--- src/rtl/core/iasc_pkg.sv ---
// shared types and constants for the idle-air stepper controller
// no dependencies; used by iasc_ctrl, iasc_dp and the top level
package iasc_pkg;

  localparam int unsigned RegW   = 8;
  localparam int unsigned IndexW = 3;

  typedef enum logic [1:0] {
    OP_TICK   = 2'd0,
    OP_HOME   = 2'd1,
    OP_TARGET = 2'd2,
    OP_NONE   = 2'd3
  } op_t;

  typedef enum logic [1:0] {
    STEP_NONE  = 2'd0,
    STEP_OPEN  = 2'd1,
    STEP_CLOSE = 2'd2,
    STEP_RSVD  = 2'd3
  } step_t;

  typedef enum logic [IndexW-1:0] {
    REG_POS_MIN   = 3'd0,
    REG_POS_MAX   = 3'd1,
    REG_COLD_POS  = 3'd2,
    REG_WARM_POS  = 3'd3,
    REG_DAMPER    = 3'd4,
    REG_UNUSED_5  = 3'd5,
    REG_UNUSED_6  = 3'd6,
    REG_UNUSED_7  = 3'd7
  } reg_index_t;

  typedef enum logic [1:0] {
    ST_IDLE,
    ST_MUL_SQ,
    ST_MUL_MAG,
    ST_COMMIT
  } state_t;

  // commands from the controller to the datapath
  typedef struct packed {
    logic load;
    logic mul_sq;
    logic mul_mag;
    logic commit;
  } cmd_t;

  // status from the datapath to the controller
  typedef struct packed {
    logic out_busy;
  } status_t;

endpackage

--- src/rtl/core/iasc_ctrl.sv ---
// sequencing state machine for the idle-air stepper controller
// depends on iasc_pkg; drives iasc_dp through cmd_t and reads status_t
module iasc_ctrl (
  input  logic              clk,
  input  logic              rst,
  input  logic              in_valid,
  output logic              in_stall,
  input  iasc_pkg::status_t status,
  output iasc_pkg::cmd_t    cmd
);

  iasc_pkg::state_t state;
  iasc_pkg::state_t state_next;

  always_ff @(posedge clk) begin
    if (rst) begin
      state <= iasc_pkg::ST_IDLE;
    end else begin
      state <= state_next;
    end
  end

  always_comb begin
    state_next = state;
    case (state)
      iasc_pkg::ST_IDLE: begin
        if (in_valid) state_next = iasc_pkg::ST_MUL_SQ;
      end
      iasc_pkg::ST_MUL_SQ:  state_next = iasc_pkg::ST_MUL_MAG;
      iasc_pkg::ST_MUL_MAG: state_next = iasc_pkg::ST_COMMIT;
      iasc_pkg::ST_COMMIT: begin
        // wait until the output register can take a new word
        if (!status.out_busy) state_next = iasc_pkg::ST_IDLE;
      end
      default: state_next = iasc_pkg::ST_IDLE;
    endcase
  end

  always_comb begin
    cmd      = '0;
    in_stall = 1'b1;
    case (state)
      iasc_pkg::ST_IDLE: begin
        in_stall = 1'b0;
        cmd.load = in_valid;
      end
      iasc_pkg::ST_MUL_SQ:  cmd.mul_sq  = 1'b1;
      iasc_pkg::ST_MUL_MAG: cmd.mul_mag = 1'b1;
      iasc_pkg::ST_COMMIT:  cmd.commit  = !status.out_busy;
      default: cmd = '0;
    endcase
  end

endmodule

--- src/rtl/core/iasc_dp.sv ---
// datapath: configuration, stepper state, start-position multiplies, output word
// depends on iasc_pkg; sequenced by iasc_ctrl
module iasc_dp (
  input  logic                          clk,
  input  logic                          rst,
  input  iasc_pkg::cmd_t                cmd,
  output iasc_pkg::status_t             status,
  input  logic                          wr_en,
  input  logic [iasc_pkg::IndexW-1:0]   wr_index,
  input  logic [iasc_pkg::RegW-1:0]     wr_data,
  input  logic [1:0]                    operation,
  input  logic [7:0]                    coolant,
  input  logic                          engine_running,
  input  logic                          idle_mode,
  input  logic [7:0]                    target,
  output logic                          out_valid,
  input  logic                          out_stall,
  output logic                          line_a,
  output logic                          line_b,
  output logic [7:0]                    position,
  output logic [1:0]                    step_taken,
  output logic                          start_phase_active,
  output logic                          homing_busy
);

  typedef struct packed {
    logic [7:0] pc;
    logic       a;
    logic       b;
    logic [1:0] step;
  } move_t;

  // configuration
  logic [7:0] pos_min, pos_max, cold_start_pos, warm_start_pos, damper_pos;

  // stepper state
  logic [7:0] pos_count;
  logic       phase_a, phase_b, start_armed;
  logic [7:0] homing_left;

  // captured word and multiply results
  logic [1:0] op_q;
  logic [7:0] coolant_q, target_q;
  logic       running_q, idle_q;
  logic [7:0] sq;
  logic [15:0] mag;

  logic       out_valid_q;

  function automatic move_t open_step(move_t m, logic [7:0] hi);
    move_t r;
    r = m;
    if (m.pc < hi) begin
      r.pc   = m.pc + 8'd1;
      // gray walk 00 -> 10 -> 11 -> 01 -> 00
      r.a    = !m.b;
      r.b    = m.a;
      r.step = iasc_pkg::STEP_OPEN;
    end
    return r;
  endfunction

  function automatic move_t close_step(move_t m, logic [7:0] lo);
    move_t r;
    r = m;
    if (m.pc > lo) begin
      r.pc   = m.pc - 8'd1;
      // reverse walk 00 -> 01 -> 11 -> 10 -> 00
      r.a    = m.b;
      r.b    = !m.a;
      r.step = iasc_pkg::STEP_CLOSE;
    end
    return r;
  endfunction

  always_ff @(posedge clk) begin
    if (rst) begin
      pos_min        <= 8'd0;
      pos_max        <= 8'd200;
      cold_start_pos <= 8'd120;
      warm_start_pos <= 8'd40;
      damper_pos     <= 8'd60;
    end else if (wr_en) begin
      case (iasc_pkg::reg_index_t'(wr_index))
        iasc_pkg::REG_POS_MIN:  pos_min        <= wr_data;
        iasc_pkg::REG_POS_MAX:  pos_max        <= wr_data;
        iasc_pkg::REG_COLD_POS: cold_start_pos <= wr_data;
        iasc_pkg::REG_WARM_POS: warm_start_pos <= wr_data;
        iasc_pkg::REG_DAMPER:   damper_pos     <= wr_data;
        default: ;
      endcase
    end
  end

  // signed difference of the two start positions, kept as sign and magnitude
  logic [8:0]  diff;
  logic        diff_neg;
  logic [7:0]  diff_mag;
  logic [15:0] sq_full;
  logic [16:0] mag_rnd;
  logic [7:0]  start_pos;

  assign diff     = {1'b0, cold_start_pos} - {1'b0, warm_start_pos};
  assign diff_neg = diff[8];
  assign diff_mag = diff_neg ? 8'(-diff) : diff[7:0];
  assign sq_full  = 16'(coolant_q) * 16'(coolant_q);
  assign mag_rnd  = {1'b0, mag} + 17'd255;
  // floor toward minus infinity on the falling side
  assign start_pos = diff_neg ? (warm_start_pos - mag_rnd[15:8])
                              : (warm_start_pos + mag[15:8]);

  always_ff @(posedge clk) begin
    if (cmd.load) begin
      op_q      <= operation;
      coolant_q <= coolant;
      running_q <= engine_running;
      idle_q    <= idle_mode;
      target_q  <= target;
    end
    if (cmd.mul_sq) sq <= sq_full[15:8];
    if (cmd.mul_mag) mag <= 16'(sq) * 16'(diff_mag);
  end

  move_t      mv;
  logic       arm_next;
  logic [7:0] homing_left_next;

  always_comb begin
    mv               = '{pc: pos_count, a: phase_a, b: phase_b, step: iasc_pkg::STEP_NONE};
    arm_next         = start_armed;
    homing_left_next = homing_left;
    if (op_q == iasc_pkg::OP_HOME) begin
      homing_left_next = pos_max;
      if (pos_max == 8'd0) begin
        mv.pc    = 8'd0;
        arm_next = 1'b1;
      end
    end
    if (homing_left_next != 8'd0) begin
      mv.pc            = pos_max;
      mv               = close_step(mv, pos_min);
      homing_left_next = homing_left_next - 8'd1;
      if (homing_left_next == 8'd0) begin
        mv.pc    = 8'd0;
        arm_next = 1'b1;
      end
    end else if (op_q == iasc_pkg::OP_TICK) begin
      if (start_armed) begin
        if (start_pos > mv.pc) mv = open_step(mv, pos_max);
        else arm_next = 1'b0;
      end else if (running_q && !idle_q) begin
        if (damper_pos > mv.pc) mv = open_step(mv, pos_max);
      end
    end else if (op_q == iasc_pkg::OP_TARGET) begin
      if (target_q > mv.pc) mv = open_step(mv, pos_max);
      else if (target_q < mv.pc) mv = close_step(mv, pos_min);
    end
  end

  always_ff @(posedge clk) begin
    if (rst) begin
      pos_count   <= 8'd0;
      phase_a     <= 1'b0;
      phase_b     <= 1'b0;
      start_armed <= 1'b0;
      homing_left <= 8'd0;
    end else if (cmd.commit) begin
      pos_count   <= mv.pc;
      phase_a     <= mv.a;
      phase_b     <= mv.b;
      start_armed <= arm_next;
      homing_left <= homing_left_next;
    end
  end

  // output word register
  always_ff @(posedge clk) begin
    if (rst) begin
      out_valid_q <= 1'b0;
    end else if (cmd.commit) begin
      out_valid_q <= 1'b1;
    end else if (out_valid_q && !out_stall) begin
      out_valid_q <= 1'b0;
    end
  end

  always_ff @(posedge clk) begin
    if (cmd.commit) begin
      line_a             <= mv.a;
      line_b             <= mv.b;
      position           <= mv.pc;
      step_taken         <= mv.step;
      start_phase_active <= arm_next;
      homing_busy        <= (homing_left_next != 8'd0);
    end
  end

  assign out_valid       = out_valid_q;
  assign status.out_busy = out_valid_q && out_stall;

  a_commit_sets_valid: assert property (@(posedge clk) disable iff (rst)
    cmd.commit |=> out_valid_q)
    else $error("output word not marked valid after commit");

  a_no_overwrite: assert property (@(posedge clk) disable iff (rst)
    cmd.commit |-> (!out_valid_q || !out_stall))
    else $error("pending output word overwritten");

  a_word_matches_state: assert property (@(posedge clk) disable iff (rst)
    out_valid_q |-> (position == pos_count && line_a == phase_a &&
                     line_b == phase_b && start_phase_active == start_armed &&
                     homing_busy == (homing_left != 8'd0)))
    else $error("output word disagrees with stepper state");

  a_step_code_legal: assert property (@(posedge clk) disable iff (rst)
    out_valid_q |-> step_taken != iasc_pkg::STEP_RSVD)
    else $error("reserved step code in output word");

endmodule

--- src/rtl/core/idle_air_stepper_controller_top.sv ---
// idle-air stepper controller: two-phase full-step sequencer with homing
// depends on iasc_pkg, iasc_ctrl and iasc_dp
//
// usage:
//   input channel (in_valid/in_stall) carries one word per command: a
//   regulation tick, a homing start or a step toward target. every accepted
//   word yields exactly one output word on out_valid/out_stall with the
//   phase line levels, position count, step taken and status flags.
//   configuration registers are written through wr_en/wr_index/wr_data
//   while the block is idle; indexes past the register list are ignored.
// timing:
//   a word is worked in order: capture, coolant square, start-position multiply,
//   then commit into the state and output register. the two multiplies are
//   chained. one word is in work at a time: the next word is taken only
//   after the last one has been committed.
// reset and stall:
//   rst (synchronous) restores the register defaults and zeroes position,
//   phases, start-phase arm and homing count. a stalled output word holds;
//   the next word may be taken and worked meanwhile, and waits at commit
//   until the output register is free.
module idle_air_stepper_controller_top (
  input  logic                        clk,
  input  logic                        rst,
  input  logic                        wr_en,
  input  logic [iasc_pkg::IndexW-1:0] wr_index,
  input  logic [iasc_pkg::RegW-1:0]   wr_data,
  input  logic                        in_valid,
  output logic                        in_stall,
  input  logic [1:0]                  operation,
  input  logic [7:0]                  coolant,
  input  logic                        engine_running,
  input  logic                        idle_mode,
  input  logic [7:0]                  target,
  output logic                        out_valid,
  input  logic                        out_stall,
  output logic                        line_a,
  output logic                        line_b,
  output logic [7:0]                  position,
  output logic [1:0]                  step_taken,
  output logic                        start_phase_active,
  output logic                        homing_busy
);

  iasc_pkg::cmd_t    cmd;
  iasc_pkg::status_t status;

  iasc_ctrl u_ctrl (
    .clk      (clk),
    .rst      (rst),
    .in_valid (in_valid),
    .in_stall (in_stall),
    .status   (status),
    .cmd      (cmd)
  );

  iasc_dp u_dp (
    .clk                (clk),
    .rst                (rst),
    .cmd                (cmd),
    .status             (status),
    .wr_en              (wr_en),
    .wr_index           (wr_index),
    .wr_data            (wr_data),
    .operation          (operation),
    .coolant            (coolant),
    .engine_running     (engine_running),
    .idle_mode          (idle_mode),
    .target             (target),
    .out_valid          (out_valid),
    .out_stall          (out_stall),
    .line_a             (line_a),
    .line_b             (line_b),
    .position           (position),
    .step_taken         (step_taken),
    .start_phase_active (start_phase_active),
    .homing_busy        (homing_busy)
  );

endmodule
--- config.mk ---
export PLATFORM = sky130hd
export DESIGN_NAME = idle_air_stepper_controller_top
export DESIGN_NICKNAME = d
export VERILOG_FILES = /design/src/rtl/core/iasc_pkg.sv /design/src/rtl/core/iasc_ctrl.sv /design/src/rtl/core/iasc_dp.sv /design/src/rtl/core/idle_air_stepper_controller_top.sv
export SDC_FILE = /design/constraint.sdc
export NUM_CORES = 1
export LEC_CHECK = 0
export BUFFER_PORTS_ARGS = -buffer_cell sky130_fd_sc_hd__buf_2
export CAP_MARGIN = 15
export CORE_MARGIN = 1.5
export CORE_UTILIZATION = 30
export CTS_CLUSTER_SIZE = 25
export DETAILED_ROUTE_END_ITERATION = 7
export PLACE_DENSITY_LB_ADDON = 0.05
export SYNTH_ARGS = -nofsm -noshare
export SYNTH_HDL_FRONTEND = slang
export SYNTH_SLANG_ARGS = --single-unit
export TNS_END_PERCENT = 20
--- constraint.sdc ---
create_clock -name clk -period 20.2 [get_ports clk]
set_clock_uncertainty 0.15 [all_clocks]
set_input_delay 0 -clock clk [delete_from_list [all_inputs] [get_ports clk]]
set_output_delay 0 -clock clk [all_outputs]
set_load 0.05 [all_outputs]
==> flow_metrics.env, run 1 <==
export IMPL_syn_nets=1530
export IMPL_report_final_slew_viol_count=0
export IMPL_cp_max_fo=11
export IMPL_setup_viol=0
export IMPL_reg2reg_slack_ns=12.81
export IMPL_vias_per_cell=4.84
export IMPL_required_ns=20.25
export IMPL_die_w_um=199
export IMPL_initial_core_util_pct=30.5
export IMPL_slew_headroom_pct=27.0
export IMPL_numCtsBuffers=17
export IMPL_synth_async_sr_flop_share_pct=0
export IMPL_htree_levels=4
export IMPL_firstDrtPassIters=5
export IMPL_utilization_pct=34.9
export IMPL_cap_violations=0
export IMPL_antenna_found_initial=1
export IMPL_grt_pass1_wl_um=52200
export IMPL_synth_area_um2=11500
export IMPL_finalSetupTns_ns=0
export IMPL_outcome="finished, final reports clean"
export IMPL_avgSynthCellArea_um2=8.94
export IMPL_yosys_area_top_type="ha_1"
export IMPL_p_int_w=0.00109
export IMPL_clk_pin_slew_ns=0.07
export IMPL_ctsResizeCount=0
export IMPL_p_clk_share_pct=14.1
export IMPL_clkLatencyLatePin_ns=0.45
export IMPL_ant_nets=0
export IMPL_hold_violations=0
export IMPL_port_buffers=51
export IMPL_post_synth_top_count_cell="inv_1"
export IMPL_grt_pass1_vias=9276
export IMPL_synth_commonest_cells="153 x inv_1, 142 x ha_1, 142 x nand2_1"
export IMPL_cp_start_kind="register"
export IMPL_ys_warn_count=0
export IMPL_ys_flop_type="dfxtp_1"
export IMPL_die_h_um=199
export IMPL_post_drt_wl_per_cell_um=17.3
export IMPL_top_level_ports=52
export IMPL_vias=9156
export IMPL_cts_tree="done"
export IMPL_rows=71
export IMPL_n_antenna_cell=0
export IMPL_p_leak_nw=5.64
export IMPL_critical_path_arrival_ns=7.44
export IMPL_hpwl_um=25500
export IMPL_post_route_period_util_pct=36.6
export IMPL_cts_path_max_buffers=2
export IMPL_rsz0062_at_grt="no"
export IMPL_core_um2=37800
export IMPL_power_density_nw_per_um2=156
export IMPL_power_switching_w=0.000960
export IMPL_drc_errors=0
export IMPL_hold_class="input port to register"
export IMPL_cts_sinks=120
export IMPL_die_area_um2=39600
export IMPL_synth_area_top_cells="ha_1 15%, edfxtp_1 15%, dfxtp_1 11%"
export IMPL_place_gp_congestion=0.806
export IMPL_cp_end_kind="register"
export IMPL_period_needed_ns=7.39
export IMPL_top_register="u_dp.mag"
export IMPL_largest_reg_flops=16
export IMPL_ys_ff_latch=120
export IMPL_synth_edff_count=58
export IMPL_combPwrFrac_pct=65.2
export IMPL_sw_frac_of_total_pct=46.7
export IMPL_seqPwrFrac_pct=20.6
export IMPL_ir_drop_uv=69.9
export IMPL_synth_top_area_share_pct=15.4
export IMPL_wirelength_um=32800
export IMPL_syn_to_final_growth_pct=14.3
export IMPL_overflow=0
export IMPL_detail_route_iter0_violations=433
export IMPL_cts_root_buf="clkbuf_16"
export IMPL_syn_inst=1290
export IMPL_synth_cell_types=84
export IMPL_tightest_slew_ns=1.09
export IMPL_fin_nets=1608
export IMPL_fmax_ghz=0.135
export IMPL_crit_type="register to register"
export IMPL_grt_max_degree=64
export IMPL_synth_sequential_area_ratio_pct=25.9
export IMPL_grt_usage_pct=17.4
export IMPL_drive_gt1_share_pct=9.05
worst max-delay path: stages, from the launching register on:
cell and delay [ns]:
dfxtp_1 0.33, inv_1 0.05, ha_1 0.21, fa_1 0.45, nor2b_1 0.14, o21ai_1 0.08
a21boi_0 0.24, o21ai_1 0.11, a21oi_1 0.65, nor2_1 0.30, o31ai_4 0.23, mux2_2 0.42
fa_1 0.51, fa_1 0.55, inv_1 0.06, fa_1 0.53, inv_1 0.05, fa_1 0.52
inv_1 0.04, ha_1 0.32, a21boi_0 0.15, o21ai_0 0.23, a21oi_1 0.13, a41oi_1 0.41
a21oi_1 0.14, xnor2_1 0.14
layout make-up:
class                      instances  area, µm²
clock buffer                      17        425
clock inverter                    15        115
fill                            3906      24600
inverter                         154        592
multi-input combinational        981       7750
sequential                       120       2980
tap                              511        639
timing repair buffer              94        673
cell usage in the layout, fill, tap and decap left out, types with 14 or more instances in the layout:
cell type / synthesis / final
a21boi_0: 14 / 14
a21oi_1: 65 / 65
and2_1: 33 / 33
buf_2: 2 / 51
clkbuf_16: 0 / 17
dfxtp_1: 62 / 62
dlygate4sd3_1: 0 / 38
edfxtp_1: 58 / 58
fa_1: 62 / 62
ha_1: 142 / 142
inv_1: 153 / 153
mux2i_1: 27 / 27
nand2_1: 142 / 142
nand2b_1: 19 / 19
nand3_1: 35 / 35
nand4_1: 15 / 15
nor2_1: 82 / 82
nor2b_1: 34 / 34
nor3_1: 24 / 24
o21ai_0: 32 / 32
xnor2_1: 50 / 50
cell families after synthesis:
family                     share of synthesized area [%]
and+or+nand+nor                                     19.3
AOI/OAI and AO/OA                                   14.3
adders and majority gates                           26.2
buffers and inverters                               6.87
DFF                                                 25.9
xor gates and xnor gates                            4.48
muxes                                               2.93
layer usage:
| metal | track usage (%) | part of all wire [%] | wire (µm) | up-vias |
|---|---|---|---|---|
| met3 | 2.56 | 1.8 | 602 | 28 |
| li1 | - | - | - | 4625 |
| met1 | 22.2 | 47 | 15500 | 4412 |
| met5 | 0 | 0.049 | 16 | - |
| met4 | 4.71 | 1.3 | 424 | 2 |
| met2 | 30.5 | 49 | 16200 | 89 |
stage by stage:
step                      hold slack [ns]  total power (W)  instance area [µm²]  cells  worst slack, ns
after detailed placement           0.0287          0.00178                12300   1822            12.83
after CTS                          0.0523          0.00210                13200   1892            12.80
after floorplan                   -0.0511          0.00144                11500   1290            13.78
after global placement             0.0278          0.00178                12300   1822            12.93
final                              0.0608          0.00206                13200   1892            12.81
after global routing               0.0929          0.00229                13200   1892            12.25
timing repair:
action	in CTS	in global routing
hold buffers	38	0
buffers inserted	0	0
hold endpoints to repair	63	0
path summary, 6_finish.rpt:
| path | startpoint | cells past startpoint | end |
|---|---|---|---|
| min | rst | 3 | u_dp.cold_start_pos[0] |
| max | u_dp.cold_start_pos[0] | 25 | u_dp.mag[15] |
| min reg2reg | u_dp.damper_pos[0] | 2 | u_dp.damper_pos[0] |
| max reg2reg | u_dp.cold_start_pos[0] | 25 | u_dp.mag[15] |
power by group through the flow:
| stage | logic (W) | registers, W | clock network (W) |
|---|---|---|---|
| floorplan | 0.00103 | 0.000409 | 0 |
| global placement | 0.00135 | 0.000432 | 0 |
| detailed placement | 0.00135 | 0.000431 | 0 |
| CTS | 0.00137 | 0.000426 | 0.000298 |
| global route | 0.00155 | 0.000433 | 0.000307 |
| finish | 0.00134 | 0.000424 | 0.000290 |
Note: power is estimated with default switching activity, not from simulation.
==> run 2: changes to the inputs <==
- clock period: 20.2 -> 7.7 ns (I/O delays scaled with it)
==> run 2 against run 1 <==
  * Utilization rose by 0.14 points
  * Via count rose by 1.1%
  * Non-clock buffer count rose by 6
  * Die area did not move
  * Worst hold slack got worse by 0.025 ns
  * Final cell count rose by 0.32%
  * First-iteration DRC count fell by 13%
  * Worst setup slack got worse by 12 ns
  * Design area rose by 0.41%
  * Wire length fell by 1.4%
  * Sequential cell count did not move
==> flow_metrics.env, run 2 (synthesized netlist as in run 1, its figures left out) <==
export IMPL_vias=9258
export IMPL_wirelength_um=32400
export IMPL_post_cts_buffers=0
export IMPL_cp_start_kind="register"
export IMPL_grt_pass1_wl_um=52200
export IMPL_detail_route_iter0_violations=375
export IMPL_grt_usage_pct=17.3
export IMPL_die_h_um=199
export IMPL_hold_path_endpoint="u_dp.cold_start_pos[1]"
export IMPL_rows=71
export IMPL_cts_root_buf="clkbuf_16"
export IMPL_r2r_start="u_dp.warm_start_pos[1]"
export IMPL_crit_type="register to register"
export IMPL_place_gp_congestion=0.838
export IMPL_ir_drop_uv=238
export IMPL_initial_core_util_pct=30.5
export IMPL_cts_path_max_buffers=2
export IMPL_finalSetupTns_ns=0
export IMPL_cts_tree="done"
export IMPL_fill_cells=4006
export IMPL_grt_pass1_vias=9419
export IMPL_gr_usage_met3_pct=2.63
export IMPL_worstReg2RegEnd="u_dp.mag[13]"
export IMPL_regArea_um2=2980
export IMPL_die_area_um2=39600
export IMPL_reg2reg_slack_ns=0.80
export IMPL_setup_viol=0
export IMPL_globalRouteMet1Util_pct=22.2
export IMPL_grt_max_degree=64
export IMPL_core_um2=37800
export IMPL_hold_class="input port to register"
export IMPL_vias_per_cell=4.88
export IMPL_critical_path_arrival_ns=6.95
export IMPL_largest_reg_flops=16
export IMPL_tightest_slew_ns=1.12
export IMPL_n_antenna_cell=0
export IMPL_multi_input_area_um2=7750
export IMPL_hold_violations=0
export IMPL_utilization_pct=35.1
export IMPL_slew_headroom_pct=23.5
export IMPL_period_needed_ns=6.90
export IMPL_hpwl_um=25200
export IMPL_use_met2_pct=30.0
export IMPL_fin_area_um2=13200
export IMPL_busiest_layer="met2"
export IMPL_clk_pin_slew_ns=0.06
export IMPL_firstDrtPassIters=5
export IMPL_port_buffers=51
export IMPL_syn_to_final_growth_pct=14.8
export IMPL_p_leak_nw=5.69
export IMPL_ant_nets=0
export IMPL_overflow=0
export IMPL_final_common_cell="inv_1"
export IMPL_top_level_ports=52
export IMPL_ctsResizeCount=0
export IMPL_cts_sinks=120
export IMPL_numCtsBuffers=17
export IMPL_post_drt_wl_per_cell_um=17.0
export IMPL_report_final_slew_viol_count=0
export IMPL_htree_levels=4
export IMPL_cp_max_fo=8
export IMPL_reg2regPathDepth=24
export IMPL_drive_gt1_share_pct=9.59
export IMPL_clkLatencyLatePin_ns=0.46
export IMPL_outcome="finished, final reports clean"
export IMPL_min_from="rst"
export IMPL_hold_buffers=36
export IMPL_drc_errors=0
export IMPL_rsz0062_at_grt="no"
export IMPL_die_w_um=199
export IMPL_whs_path_depth=3
export IMPL_post_route_period_util_pct=89.6
export IMPL_required_ns=7.74
export IMPL_top_register="u_dp.mag"
export IMPL_power_density_nw_per_um2=404
export IMPL_fin_nets=1614
export IMPL_cp_end_kind="register"
export IMPL_antenna_found_initial=2
export IMPL_fmax_ghz=0.145
export IMPL_place_area_um2=12300
export IMPL_cap_violations=0
export IMPL_mostFrequentLayoutCells="153 x inv_1, 142 x nand2_1, 142 x ha_1"
-- run 2: metrics by stage --
| step | hold WS [ns] | power, W | instances | setup slack, ns |
|---|---|---|---|---|
| final | 0.0363 | 0.00535 | 1898 | 0.800 |
| after global routing | 0.0646 | 0.00603 | 1898 | 0.317 |
| after detailed placement | 0.0281 | 0.00465 | 1830 | 0.764 |
| after CTS | 0.0505 | 0.00548 | 1898 | 0.736 |
| after floorplan | -0.0511 | 0.00378 | 1290 | 1.28 |
| after global placement | 0.0270 | 0.00468 | 1830 | 0.816 |
-- run 2: critical path: stages (launching register included) --
cell	delay, ns
dfxtp_1	0.40
inv_1	0.10
ha_1	0.29
nor2b_1	0.12
o21ai_1	0.16
a21oi_1	0.10
o21a_1	0.20
or3_1	0.32
and2_1	0.21
o31ai_4	0.51
mux2_2	0.41
fa_1	0.53
fa_1	0.56
inv_1	0.06
fa_1	0.53
inv_1	0.05
fa_1	0.52
inv_1	0.04
ha_1	0.30
a21boi_0	0.15
o21ai_0	0.26
a21oi_1	0.13
a41oi_1	0.27
nor2b_1	0.19
xnor2_1	0.08
-- run 2: worst max-delay path by stage --
stage	startpoint	endpoint	depth (start not counted)
floorplan	u_dp.cold_start_pos[0]	u_dp.mag[13]	26
global placement	u_dp.warm_start_pos[1]	u_dp.mag[13]	24
detailed placement	u_dp.warm_start_pos[1]	u_dp.mag[13]	24
CTS	u_dp.warm_start_pos[1]	u_dp.mag[15]	24
global route	u_dp.warm_start_pos[1]	u_dp.mag[15]	24
finish	u_dp.warm_start_pos[1]	u_dp.mag[13]	24
-- run 2: power by group --
part	switching [W]	internal [W]	total, W
Clock	0.000352	0.000423	0.000775
Sequential	0.000172	0.000951	0.00112
Combinational	0.00195	0.00150	0.00345
Total	0.00248	0.00288	0.00535
-- run 2: layout make-up --
type | count | area share, %
well taps | 511 | 4.83
inverters | 154 | 4.47
multi-input cells | 981 | 58.6
repair buffers | 100 | 5.39
clock inverters | 15 | 0.974
clock buffers | 17 | 3.21
flip-flops and latches | 120 | 22.5
-- run 2: per-layer routing --
layer | share of wire, % | vias up
li1 | - | 4649
met4 | 1.4 | 2
met2 | 49 | 120
met5 | 0.040 | -
met3 | 2.3 | 23
met1 | 47 | 4464
==> run 3: changes to the inputs <==
- ABC_AREA: unset -> 1
==> run 3 against run 2 <==
  * Final cell count up 3.7%
  * Critical path depth up 7
  * Synthesized area down 3.8%
  * Register-to-register slack worse by 0.14 ns
  * Design area down 2.9%
  * Via count down 2.3%
  * Combinational power up 9.6%
  * First-iteration DRC count down 8.0%
  * Sequential power about the same
  * Worst hold slack better by 0.084 ns
  * Critical path type unchanged
  * Critical endpoint is now u_dp.mag[14]
==> flow_metrics.env, run 3 <==
export IMPL_post_synth_top_count_cell="nand2_1"
export IMPL_power_switching_w=0.00276
export IMPL_synth_area_um2=11100
export IMPL_overflow=0
export IMPL_detail_route_iter0_violations=345
export IMPL_synth_cell_types=52
export IMPL_hold_path_endpoint="u_dp.coolant_q[4]"
export IMPL_p_int_w=0.00299
export IMPL_worstReg2RegEnd="u_dp.mag[14]"
export IMPL_top_level_ports=52
export IMPL_yosys_area_share_simple_pct=18.7
export IMPL_syn_to_final_growth_pct=15.9
export IMPL_crit_top_cell="inv_1"
export IMPL_critical_path_arrival_ns=7.08
export IMPL_finalSetupTns_ns=0
export IMPL_p_clk_share_pct=14.8
export IMPL_p_leak_nw=6.31
export IMPL_hold_violations=0
export IMPL_place_gp_congestion=0.823
export IMPL_vias=9049
export IMPL_die_w_um=195
export IMPL_n_antenna_cell=0
export IMPL_cap_violations=0
export IMPL_hold_class="input port to register"
export IMPL_cts_root_buf="clkbuf_16"
export IMPL_ys_ff_latch=120
export IMPL_ys_flop_type="dfxtp_1"
export IMPL_synth_top_area_share_pct=16.0
export IMPL_slowest_delay_ns=0.54
export IMPL_seqPwrFrac_pct=19.5
export IMPL_cts_sinks=120
export IMPL_fmax_ghz=0.142
export IMPL_cp_max_fo=15
export IMPL_report_final_slew_viol_count=0
export IMPL_die_area_um2=38200
export IMPL_htree_levels=4
export IMPL_initial_core_util_pct=30.4
export IMPL_cp_slowest_cell="fa_1"
export IMPL_syn_nets=1640
export IMPL_muxShareOfSynthArea_pct=0.0902
export IMPL_required_ns=7.73
export IMPL_sw_frac_of_total_pct=48.0
export IMPL_outcome="finished, final reports clean"
export IMPL_avgSynthCellArea_um2=7.93
export IMPL_largest_reg_flops=16
export IMPL_core_um2=36500
export IMPL_dp_slack_ns=0.440
export IMPL_whs_path_depth=2
export IMPL_period_needed_ns=7.04
export IMPL_drc_errors=0
export IMPL_final_common_cell="nand2_1"
export IMPL_min_from="coolant[4]"
export IMPL_slew_headroom_pct=33.4
export IMPL_yosys_area_top_type="ha_1"
export IMPL_cp_start_kind="register"
export IMPL_grt_usage_pct=17.3
export IMPL_numCtsBuffers=17
export IMPL_reg2regPathDepth=31
export IMPL_antenna_found_initial=0
export IMPL_synth_edff_count=58
export IMPL_clk_pin_slew_ns=0.06
export IMPL_top_register="u_dp.mag"
export IMPL_mostFrequentLayoutCells="251 x nand2_1, 248 x inv_1, 142 x ha_1"
export IMPL_fin_nets=1728
export IMPL_synth_sequential_area_ratio_pct=26.9
export IMPL_utilization_pct=35.2
export IMPL_r2r_start="u_dp.warm_start_pos[3]"
export IMPL_tightest_slew_ns=0.991
export IMPL_synth_commonest_cells="251 x nand2_1, 248 x inv_1, 142 x ha_1"
export IMPL_synth_xor_area_share_pct=5.10
export IMPL_setup_viol=0
export IMPL_firstDrtPassIters=5
export IMPL_fin_cells=1969
export IMPL_drive_gt1_share_pct=8.86
export IMPL_place_area_um2=11800
export IMPL_reg2reg_slack_ns=0.66
export IMPL_place_inst=1895
export IMPL_vias_per_cell=4.60
export IMPL_clkLatencyLatePin_ns=0.44
export IMPL_synth_top_family_by_area="adder cells"
export IMPL_setup_ws_ns=0.656
export IMPL_die_h_um=195
export IMPL_port_buffers=51
export IMPL_cp_end_kind="register"
export IMPL_synth_compound_area_share_pct=11.7
export IMPL_grt_pass1_wl_um=50700
export IMPL_ant_nets=0
export IMPL_grt_pass1_vias=9282
export IMPL_post_drt_wl_per_cell_um=15.8
export IMPL_post_route_period_util_pct=91.5
export IMPL_rsz0062_at_grt="no"
export IMPL_synth_area_top_cells="ha_1 16%, edfxtp_1 16%, dfxtp_1 11%"
export IMPL_cts_tree="done"
export IMPL_ir_drop_uv=300
export IMPL_syn_inst=1400
export IMPL_wirelength_um=31100
export IMPL_synth_async_sr_flop_share_pct=0
export IMPL_power_density_nw_per_um2=447
export IMPL_rows=70
export IMPL_hpwl_um=24400
export IMPL_combPwrFrac_pct=65.8
export IMPL_cts_path_max_buffers=2
export IMPL_grt_max_degree=47
export IMPL_fin_area_um2=12900
export IMPL_ys_warn_count=0
export IMPL_yosys_area_share_adder_pct=27.2
export IMPL_crit_type="register to register"
[run 3: cell count changes after synthesis, moves of 35 or more]
| cell | previous run | this run |
|---|---|---|
| a21oi_1 | 65 | 102 |
| nor2_1 | 82 | 117 |
| o21ai_0 | 32 | 82 |
| nand2_1 | 142 | 251 |
| inv_1 | 153 | 248 |
[run 3: per-layer routing]
layer / wire, µm / track usage, %
met5: 0 / 0
met4: 433 / 4.34
met3: 722 / 2.63
met2: 14900 / 29.6
met1: 15000 / 22.6
[run 3: area by class of cell]
cell class	count	area (µm²)
flip-flops and latches	120	2980
clock buffers	19	433
multi-input cells	987	6980
fillers	3883	23700
inverters	266	1010
repair buffers	96	698
clock inverters	13	169
well taps	468	586
[run 3: worst max path at each step]
stage,from,to,slack [ns],depth (start not counted)
3_3_place_gp,u_dp.warm_start_pos[3],u_dp.mag[14],0.53,31
2_1_floorplan,u_dp.cold_start_pos[0],u_dp.mag[14],1.47,33
4_1_cts,u_dp.warm_start_pos[3],u_dp.mag[14],0.41,31
3_5_place_dp,u_dp.cold_start_pos[0],u_dp.mag[14],0.44,33
5_1_grt,u_dp.cold_start_pos[0],u_dp.mag[14],0.07,33
6_report,u_dp.warm_start_pos[3],u_dp.mag[14],0.66,31
[run 3: kinds of logic after synthesis]
kind of cell | count (synthesis)
adders and majority gates | 204
DFF | 120
AOI/OAI and AO/OA | 236
muxes | 1
and+or+nand+nor | 484
xor gates and xnor gates | 62
buffers and inverters | 293
[run 3: worst max-delay path: cells and delay by family, from the launching register on]
kind                     cells  cell delay, ns
XOR/XNOR                     2            0.57
AO/OA/AOI/OAI                9            1.64
AND/OR/NAND/NOR              8            0.87
adder cells (fa/ha/maj)      6            2.67
buffers and inverters        6            0.53
flip-flops                   1            0.34
[run 3: timing repair]
| action | 4_1_cts | 5_1_grt |
|---|---|---|
| buffers inserted | 0 | 0 |
| endpoints found under the setup margin | 0 | 2 |
| hold buffers | 42 | 0 |
| hold endpoints to repair | 75 | 0 |
| gates resized for setup | 0 | 1 |
[run 3: per-stage QoR]
step                power (W)  hold slack (ns)
finish                0.00575            0.120
detailed placement    0.00495           0.0288
global route          0.00653           0.0999
CTS                   0.00588           0.0878
global placement      0.00499           0.0265
floorplan             0.00405          -0.0511
[run 3: power by group through the flow]
| stage | combinational, W | clock (W) | sequential (W) |
|---|---|---|---|
| finish | 0.00378 | 0.000849 | 0.00112 |
| global route | 0.00449 | 0.000904 | 0.00114 |
| CTS | 0.00388 | 0.000876 | 0.00112 |
| detailed placement | 0.00381 | 0 | 0.00113 |
| global placement | 0.00386 | 0 | 0.00114 |
| floorplan | 0.00295 | 0 | 0.00110 |
